**src/sv/pss_pkg.sv**
```systemverilog
`default_nettype none
package pss_pkg;
  localparam int QueueDepthDef = 16;
  localparam int ValueWidthDef = 32;

  typedef enum logic [1:0] {
    OP_TICK  = 2'd0,
    OP_PRE   = 2'd1,
    OP_POST  = 2'd2,
    OP_CLEAR = 2'd3
  } op_t;

  typedef enum logic [2:0] {
    REG_SHORT   = 3'd0,
    REG_LONG    = 3'd1,
    REG_DELAY   = 3'd2,
    REG_RELEASE = 3'd3,
    REG_DCOND   = 3'd4,
    REG_DFAC    = 3'd5,
    REG_DTRACE  = 3'd6,
    REG_INITW   = 3'd7
  } reg_idx_t;

  typedef struct packed {
    logic [1:0]  op;
    logic [31:0] time_stamp;
  } in_item_t;

  typedef struct packed {
    logic signed [31:0] conductance;
    logic [23:0]        peak_weight_out;
    logic signed [31:0] facilitation_out;
    logic               spike_applied;
    logic               queue_overflow;
  } out_item_t;

  // classified command from front to back
  typedef struct packed {
    op_t op;
    logic due;
    logic overflow;
  } cmd_t;

  localparam logic signed [63:0] QOne  = 64'sd65536;
  localparam logic signed [63:0] QHalf = 64'sd32768;
  localparam logic signed [63:0] WLimit = 64'sd13107200;
endpackage
`default_nettype wire

```
**src/sv/pss_front.sv**
```systemverilog
`default_nettype none
module pss_front import pss_pkg::*; #(
  parameter int QUEUE_DEPTH = QueueDepthDef
) (
  input  wire logic        clk,
  input  wire logic        rst_n,
  input  wire logic        go,
  input  wire in_item_t    item,
  input  wire logic [15:0] delay,
  output cmd_t             cmd
);
  localparam int AW = (QUEUE_DEPTH > 1) ? $clog2(QUEUE_DEPTH) : 1;
  localparam int CW = $clog2(QUEUE_DEPTH + 1);

  logic [31:0]   mem [QUEUE_DEPTH];
  logic [AW-1:0] head_r, tail_r;
  logic [CW-1:0] count_r;
  logic [31:0]   head_val_r;
  logic          full, due;

  assign full = (count_r == CW'(QUEUE_DEPTH));
  // head entry is read through a register; accepted items never arrive back to back
  assign due = (count_r != '0) &&
               ({1'b0, item.time_stamp} > ({1'b0, head_val_r} + 33'(delay)));

  function automatic logic [AW-1:0] inc(input logic [AW-1:0] a);
    if (32'(a) == QUEUE_DEPTH - 1) return '0;
    return a + AW'(1);
  endfunction

  always_ff @(posedge clk) begin
    if (go && op_t'(item.op) == OP_PRE && !full) mem[tail_r] <= item.time_stamp;
    head_val_r <= mem[head_r];
  end

  always_ff @(posedge clk) begin
    if (!rst_n) begin
      head_r <= '0;
      tail_r <= '0;
      count_r <= '0;
    end else if (go) begin
      unique case (op_t'(item.op))
        OP_TICK: if (due) begin
          head_r <= inc(head_r);
          count_r <= count_r - CW'(1);
        end
        OP_PRE: if (!full) begin
          tail_r <= inc(tail_r);
          count_r <= count_r + CW'(1);
        end
        OP_POST: ;
        OP_CLEAR: begin
          head_r <= '0;
          tail_r <= '0;
          count_r <= '0;
        end
        default: ;
      endcase
    end
  end

  assign cmd.op = op_t'(item.op);
  assign cmd.due = (op_t'(item.op) == OP_TICK) && due;
  assign cmd.overflow = (op_t'(item.op) == OP_PRE) && full;
endmodule
`default_nettype wire

```
**config.mk**
```make
export PLATFORM = sky130hd
export DESIGN_NAME = pss_front
export DESIGN_NICKNAME = d
export VERILOG_FILES = /design/src/sv/pss_pkg.sv /design/src/sv/pss_front.sv
export SDC_FILE = /design/constraint.sdc
export NUM_CORES = 1
export LEC_CHECK = 0
export BUFFER_PORTS_ARGS = -buffer_cell sky130_fd_sc_hd__buf_2
export CAP_MARGIN = 20
export CORE_UTILIZATION = 58
export CTS_BUF_LIST = sky130_fd_sc_hd__clkbuf_4 sky130_fd_sc_hd__clkbuf_8
export DETAILED_ROUTE_END_ITERATION = 7
export PLACE_DENSITY_LB_ADDON = 0.1
export SLEW_MARGIN = 20
export SYNTH_ARGS = -nofsm -noshare
export SYNTH_HDL_FRONTEND = slang
export SYNTH_SLANG_ARGS = --single-unit
```
**constraint.sdc**
```tcl
create_clock -name clk -period 4.1 [get_ports clk]
set_input_delay 0 -clock clk [delete_from_list [all_inputs] [get_ports clk]]
set_output_delay 0 -clock clk [all_outputs]
set_load 0.01 [all_outputs]
```
## Yosys cells after proc, flatten, opt, wreduce, memory -nomap -nowiden

Memories as Yosys holds them, arrays and structs flattened. A register that Yosys moved wholly into a read port is not among the register bits.
Index checks and enable logic that the tools add are counted.

| word-level totals | value |
|---|---|
| memories | 1 |
| word-level logic and storage cells | 54 |
| register bits | 13 |
| memory bits (writable) | 512 |
| output and inout port bits | 4 |
| bits of input ports | 53 |

| cells by class | value |
|---|---|
| reductions and logical operators | 14 |
| equality and inequality tests | 7 |
| multiplexer cells | 23 |
| order comparisons | 1 |
| $add $sub $neg | 5 |

Memories:

| memory | words | bits a word | rd ports | clocked after memory_dff | write ports | line | text |
|---|---|---|---|---|---|---|---|
| mem | 16 | 32 | 1 | 1 | 1 | pss_front.sv:15 | `logic [31:0] mem [QUEUE_DEPTH];` |

Operators with widths:

| kind | number |
|---|---|
| $add 32x16->33 | 1 |
| $gt 32x33->1 | 1 |
| $mux 4 | 6 |
| $pmux 4 s2 | 2 |
| $pmux 5 s3 | 1 |
| $mux 1 | 12 |
| $mux 5 | 2 |
| $add 4x1->4 const B | 2 |
| $eq 4x4->1 const B | 2 |
| $reduce_and 3->1 | 2 |
| $add 5x1->5 const B | 1 |
| $eq 5x5->1 const B | 1 |
| $logic_and 1x1->1 | 5 |
| $reduce_bool 5->1 | 1 |
| $sub 5x1->5 const B | 1 |
| $ne 2x2->1 const B | 2 |
| $reduce_and 4->1 | 1 |
| $reduce_bool 2->1 | 2 |
| $reduce_bool 3->1 | 1 |
| $eq 2x1->1 const B | 1 |
| $eq 2x2->1 const B | 1 |
| $logic_not 2->1 | 1 |
| $logic_not 1->1 | 1 |

## Logic depth before layout (Yosys ltp)

Gate-level depths: netlist of the first run.

| logic depth | value |
|---|---|
| word-level depth | 10 |
| gate-level depth with buffers | 17 |
| mapped depth without buffers | 17 |

## Least setup slack after synthesis of the first run

OpenSTA, ideal clock, no wires.

| timing path | value |
|---|---|
| path kind | flip-flop to flip-flop |
| start point | reg head_val_r[0], read port of mem |
| end point | reg head_r[1] |
| buffers on the path | 0 |
| setup time | 0.142 ns |
| path slack | 0.197 ns |
| cell stages (with the launch flop) | 17 |
| arrival time | 3.761 ns |
| data required time | 3.958 ns |
| clock period less this slack | 3.903 ns |
| path through | dfxtp_1 -> ha_1 -> fa_1 -> a211oi_1 -> o211ai_1 -> nand3_1 -> a21boi_0 -> o21a_1 -> or2_2 -> ha_1 -> nand4_1 -> nor2_1 -> nand2_1 -> o2111a_1 -> or4_4 -> o21ai_0 -> a221oi_1 |

| between the ends | value |
|---|---|
| word-level cells in the longest chain between the ends | 5 |

Ends and longest elaborated chain:

| item | line | text |
|---|---|---|
| start: declaration | pss_front.sv:18 | `logic [31:0] head_val_r;` |
| $add 32x16->33 | pss_front.sv:24 | `({1'b0, item.time_stamp} > ({1'b0, head_val_r} + 33'(delay)));` |
| $gt 32x33->1 | pss_front.sv:24 |  |
| $logic_and 1x1->1 | pss_front.sv:23 | `assign due = (count_r != '0) &&` |
| $ne 2x2->1 (no source line) | - |  |
| $reduce_and 3->1 (no source line) | - |  |
| end signal: assignment | pss_front.sv:44 | `head_r <= inc(head_r);` |
| end: declaration | pss_front.sv:16 | `logic [AW-1:0] head_r, tail_r;` |

Every way passes these cells.
A chain may end at the register's enable or synchronous reset.

==> impl_results.md, run 1 <==
- Detailed placer's ending HPWL: 28.0 mm
- Gr ovfl total: 0
- Slew HR: 43.3%
- Critical path capture point type: primary output
- Arrival @ worst endpoint: 4420 ps
- Final-stage net count: 1433
- Comb power frac: 6.0%
- Mapped Area: 22600 um2
- Final Max Tran Viols: 0
- Non-Filler Instances: 1904
- Crit share post-route: 108%
- Outcome: finished, violations left
- Worst-path cell chain: ha_4 -> fa_2 -> a211oi_2 -> o211ai_1 -> nand3_1 -> a21boi_2 -> o21a_2 -> buf_6 -> nand4_1 -> xor2_1 -> ha_1 -> nand2_1 -> o21a_1 -> o21a_1 -> o2111a_1 -> or4_4 -> nor2_4 -> buf_6
- Via count of the first global-routing pass: 11979
- Layout cells sized above 1: 34.8%
- Die H: 199 um
- Clk sinks: 557
- Initial antenna violation count: 1
- Worst Setup SP: head_val_r[0]
- Worst Path Required: 4100 ps
- Reg2reg setup slack: -120 ps
- Syn_area_per_cell: 20.2 um2
- Final Hold Viols: 0
- IO buf count: 56
- Warnings, synthesis: 0
- Worst hold path type: in -> reg
- Seq pwr share: 53.5%
- Highest-count cells in the layout ignoring fill and taps: edfxtp_1, mux4_2, clkbuf_8
- Maximum root-to-sink buffer count: 3
- Max Cap Violations: 0
- Switching pwr: 2530 uW
- Seq cells post-synth: 557
- Placed Instances: 1697
- Delay-heaviest family, CP: compound AO/OA/AOI/OAI gates
- Main synth FF type: edfxtp_1
- Drt pass-1 iters: 7
- Initial Util: 59.5%
- CP Buf/Inv Count: 2
- Clk slew on worst S/H paths: 70 ps
- Final GP Congestion: 0.859
- Max Fanout on Critical Path: 5
- Min-Delay Startpoint: rst_n
- Area delta synth->final: 16.5%
- Final wirelength: 48.6 mm
- Crit path kind: reg -> out
- Post-synth ARST share: 0%
- H-tree levels: 3
- GRT Total Usage: 25.9%
- Seq/Total Area, Yosys: 72.0%
- Startpoint Class: register
- Total vias in the final route: 11636
- Sw Ratio: 21.6%
- DRC violations left: 0
- Worst reg2reg startpoint: head_val_r[0]
- CP peak stage delay: 600 ps
- VDD IR max: 0.337 mV
- Place WS: -261 ps
- Die ar.: 39800 um2
- Global-route wire length before repair: 73.1 mm
- Min Tclk post-route: 4420 ps
- Slowest CP cell: or4_4
- Setup-failing EPs final: 8
- Failing checks: setup timing
- CTS root buffer: clkbuf_8
- Clock Latency Late Sink: 650 ps
- IO Pins: 57
- Fill count: 2483
- Final worst setup slack: -323 ps
- DR vias/cell: 6.11
- Final core occ: 69.3%
- Clock share of power: 40.5%
- Post-DR wirelength/cell: 25.5 um
- Largest net degree at the start of global routing: 51
- DRT iter0 DRCs: 1025
- EDFF count, synth: 512
- CTS tree: yes
- Leakage power: 0.00858 uW
- Num CTS Buffers: 85
- RSZ-0062 raised after global routing: true
- Cells after Synth: 1120
- Yosys cell types: 60
- Final clock skew: 31.9 ps
- Max frequency: 0.226 GHz
- Row Count: 71
- Worst Tran Pin Value: 851 ps
- Commonest non-fill, non-tap cell in the layout: edfxtp_1
- Hold Worst Slack: 281 ps
- Die Wd: 199 um
- ANT nets after route: 0
- Core area: 38000 um2
- Internal power: 9180 uW
- Mapped Nets: 1231
- PwrDens: 444 nW/um2
[timing repair]
action	CTS	global route
setup endpoints to repair	10	10
hold buffers	38	0
endpoints found under the hold margin	525	0
pin swaps	15	16
buffers inserted	6	6
resized for setup	15	12
[kinds of logic after synthesis]
logic type	after synthesis	synth area share (%)
flip-flops	557	72.0
multiplexers	162	16.0
AND/OR/NAND/NOR	147	3.36
AO/OA/AOI/OAI	101	3.00
buffers and inverters	63	1.12
adder cells (fa/ha/maj)	58	3.28
XOR/XNOR	32	1.24
[per-layer routing]
metal	GRT usage [%]	vias to the layer above	routed length [um]
li1	-	5082	-
met4	7.97	0	1160
met5	0	-	0
met1	38.1	6044	21100
met2	40.3	419	23400
met3	4.54	91	3060
[power by group through the flow]
stage | registers (uW) | clock network [uW] | logic (uW)
5_1_grt | 6270 | 5060 | 774
4_1_cts | 6270 | 4830 | 691
6_report | 6270 | 4740 | 704
3_5_place_dp | 6390 | 0 | 639
2_1_floorplan | 6380 | 0 | 391
3_3_place_gp | 6380 | 0 | 625
[per-stage QoR]
step                cell area (um2)  total power (uW)  TNS [ps]
floorplan                     22600              6770         0
global placement              24000              7010     -1010
detailed placement            24000              7020     -1740
CTS                           26300             11800      -575
global route                  26400             12100     -2640
finish                        26400             11700      -777
[final cells by class]
type	instances	area, um2	area share, %
sequential	557	16300	61.8
multi-input combinational	500	6270	23.8
clock buffer	129	1540	5.86
timing repair buffer	162	1310	4.97
tap	511	639	2.43
clock inverter	28	236	0.897
inverter	16	60.1	0.228
antenna	1	2.50	0.00950
[sequential cells by signal, summed over array words and instances, names as in the netlist]
register	flops
head_val_r	32
mem	512
count_r	5
head_r	4
tail_r	4
[cell usage after synthesis (3+ instances only)]
cell	count	area [um2]
a21o_1	7	52.6
mux4_2	160	3600
o21a_1	4	30.0
buf_2	8	40.0
a21o_2	4	35.0
edfxtp_1	512	15400
a21oi_1	36	180
nand3_1	16	80.1
o21ai_0	15	75.1
xor2_1	16	140
a211oi_1	3	22.5
xnor2_1	16	140
buf_1	3	11.3
nor2_1	29	109
nor2b_1	3	18.8
nand4_1	13	81.3
and3_1	3	18.8
dfxtp_1	45	901
nand2_1	42	158
nor3_1	14	70.1
o211ai_1	5	37.5
clkbuf_1	34	128
a31oi_1	4	25.0
inv_1	16	60.1
nor4_1	4	25.0
nand2b_1	7	43.8
ha_1	56	701
[worst reg2reg max path, stage by stage (launching register included)]
cell and delay [ps]:
dfxtp_2 320, ha_4 160, fa_2 350, a211oi_2 250
o211ai_1 190, nand3_1 180, a21boi_2 80, o21a_2 240
buf_6 130, nand4_1 90, xor2_1 80, ha_1 320
nand2_1 60, o21a_1 170, o21a_1 180, o2111a_1 160
or4_4 600, buf_4 170, buf_6 120, nor2_4 100
mux2i_1 190
[path summary, 6_finish.rpt]
path	to	cells after the start
max reg2reg	head_r[0]	20
min reg2reg	count_r[3]	1
max	cmd[1]	18
min	tail_r[2]	3
No activity file was read; power rests on OpenSTA's default activity.
==> run 2: changes to the inputs <==
--- a/config.mk
+++ b/config.mk
@@ -11,7 +11,9 @@
 export CTS_BUF_LIST = sky130_fd_sc_hd__clkbuf_4 sky130_fd_sc_hd__clkbuf_8
 export DETAILED_ROUTE_END_ITERATION = 7
 export PLACE_DENSITY_LB_ADDON = 0.1
+export RECOVER_POWER = 100
 export SLEW_MARGIN = 20
 export SYNTH_ARGS = -nofsm -noshare
 export SYNTH_HDL_FRONTEND = slang
 export SYNTH_SLANG_ARGS = --single-unit
+export TNS_END_PERCENT = 100
==> run 2 against run 1 <==
Compared with the run above:
- the flow still finishes with violations (setup timing)
- clock-buffer cell count stayed put
- routed wire length is 0.26% lower
- combinational power is 0.6% lower
- flip-flop and latch count stayed put
- maximum frequency is 0.15% higher
- critical path depth stayed put
- worst setup slack better by 6.5 ps
==> impl_results.md, run 2 (synthesis results as in run 1) <==
- Die ar.: 39800 um2 (unchanged)
- Final GP Congestion: 0.859 (unchanged)
- Die Wd: 199 um (unchanged)
- Startpoint Class: register
- Worst Path Required: 4100 ps (about the same)
- Worst hold path type: in -> reg
- Failing checks: setup timing
- Clk sinks: 557 (unchanged)
- Num CTS Buffers: 85 (unchanged)
- GRT Total Usage: 25.9% (unchanged)
- Min Tclk post-route: 4420 ps (-6.46 ps)
- Core area: 38000 um2 (unchanged)
- Total vias in the final route: 11575 (-0.52%)
- DR vias/cell: 6.08 (-0.52%)
- Final core occ: 69.2% (-0.089 points)
- Final instance area: 26300 um2 (-0.13%)
- Final TNS setup: -741 ps (+35.9 ps)
- Largest registers: mem x512, head_val_r x32, count_r x5
- Outcome: finished, violations left
- Hold Worst Slack: 285 ps (+4.07 ps)
- Largest register FFs: 512 (unchanged)
- Final-stage net count: 1433 (unchanged)
- CTS root buffer: clkbuf_8
- Max frequency: 0.226 GHz (+0.15%)
- Detailed placer's ending HPWL: 28.0 mm (unchanged)
- RSZ-0062 raised after global routing: true
- IO buf count: 56 (unchanged)
- DRC violations left: 0 (unchanged)
- Setup-failing EPs final: 7 (-1)
- Worst Tran Pin Value: 859 ps (+8.20 ps)
- Clk slew on worst S/H paths: 60 ps (about the same)
- ANT nets after route: 0 (unchanged)
- DRT iter0 DRCs: 1025 (unchanged)
- Leakage power: 0.00850 uW (-0.87%)
- Highest-count cells in the layout ignoring fill and taps: edfxtp_1, mux4_2, clkbuf_8
- Crit share post-route: 108% (-0.16 points)
- Maximum root-to-sink buffer count: 3 (unchanged)
- Commonest non-fill, non-tap cell in the layout: edfxtp_1
- Arrival @ worst endpoint: 4420 ps (about the same)
- Via count of the first global-routing pass: 11979 (unchanged)
- Post-DR wirelength/cell: 25.5 um (-0.26%)
- Area delta synth->final: 16.4%
- Crit path kind: reg -> out
- Max Cap Violations: 0 (unchanged)
- DP Area: 24000 um2 (unchanged)
- Largest net degree at the start of global routing: 51 (unchanged)
- PwrDens: 445 nW/um2 (about the same)
- Global-route wire length before repair: 73.1 mm (unchanged)
- Final Max Tran Viols: 0 (unchanged)
- VDD IR max: 0.337 mV (-0.13%)
- Multi-input logic area: 6270 um2 (unchanged)
- Max Fanout on Critical Path: 5 (unchanged)
- Critical path capture point type: primary output
- IO Pins: 57 (unchanged)
- Layout cells sized above 1: 32.8% (-1.9 points)
- Final Hold Viols: 0 (unchanged)
- Largest register by flop count: mem
- Final worst setup slack: -317 ps (+6.46 ps)
- Row Count: 71 (unchanged)
- Gr ovfl total: 0 (unchanged)
- Initial Util: 59.5% (unchanged)
- Initial antenna violation count: 1 (unchanged)
- H-tree levels: 3 (unchanged)
- Clock Latency Late Sink: 650 ps (about the same)
- CTS tree: yes
- Drt pass-1 iters: 5 (-2)
- Final clock skew: 28.7 ps (-3.17 ps)
- Slew HR: 42.7% (-0.55 points)
- Fill count: 2499 (+0.64%)
- Die H: 199 um (unchanged)
- Final wirelength: 48.5 mm (-0.26%)
- Sequential Area: 16300 um2 (unchanged)
==> run 2: changes by cell type in the layout (fill, tap and decap cells not counted), sizes merged <==
cell,delta
buf,-27
clkbuf,+27
==> run 2: final cells by class <==
type	count	area share, %
sequential	557	61.9
multi-input combinational	500	23.8
clock buffer	129	5.87
timing repair buffer	162	4.85
tap	511	2.43
clock inverter	28	0.899
inverter	16	0.228
antenna	1	0.00951
==> run 2: report_power, final <==
part	switching (uW)	internal, uW	leakage [uW]
clock	2120	2620	0.000943
combinational	379	321	0.00258
sequential	31.2	6240	0.00498
==> run 2: critical path: stages, from the launching register on <==
cell,delay [ps]
dfxtp_2,320
ha_4,160
fa_2,350
a211oi_2,250
o211ai_1,190
nand3_1,170
a21boi_2,80
o21a_2,240
buf_6,130
nand4_1,90
xor2_1,80
ha_1,320
nand2_1,60
o21a_1,170
o21a_1,180
o2111a_1,160
or4_4,590
nor2_4,120
buf_6,100
==> run 2: metal layers <==
| layer | track usage [%] | wire length, um | vias to the layer above |
|---|---|---|---|
| li1 | - | - | 5084 |
| met1 | 38.1 | 20800 | 6008 |
| met2 | 40.3 | 23400 | 404 |
| met3 | 4.54 | 3170 | 79 |
| met4 | 7.97 | 1090 | 0 |
| met5 | 0 | 0 | - |
==> run 2: what timing repair did <==
item                                    in CTS  in global routing
resized for setup                           15                 12
endpoints found under the hold margin      525                  0
endpoints found under the setup margin      10                 10
cloned                                       0                  0
hold buffers                                38                  0
pin swaps                                   15                 16
setup buffers                                6                  6
==> run 2: path summary, 6_finish.rpt <==
check        cells past startpoint          start    endpoint  slack, ps
max reg2reg                     20  head_val_r[0]   head_r[0]       -110
max                             18  head_val_r[0]      cmd[1]       -320
min                              3          rst_n   tail_r[2]        290
min reg2reg                      1     count_r[3]  count_r[3]        550
==> run 2: metrics by stage <==
step / total power, uW / setup WS, ps / instances
2_1_floorplan: 6770 / 197 / 1120
5_1_grt: 12100 / -507 / 1904
3_3_place_gp: 7010 / -163 / 1697
4_1_cts: 11800 / -410 / 1898
6_report: 11700 / -317 / 1904
3_5_place_dp: 7020 / -261 / 1697
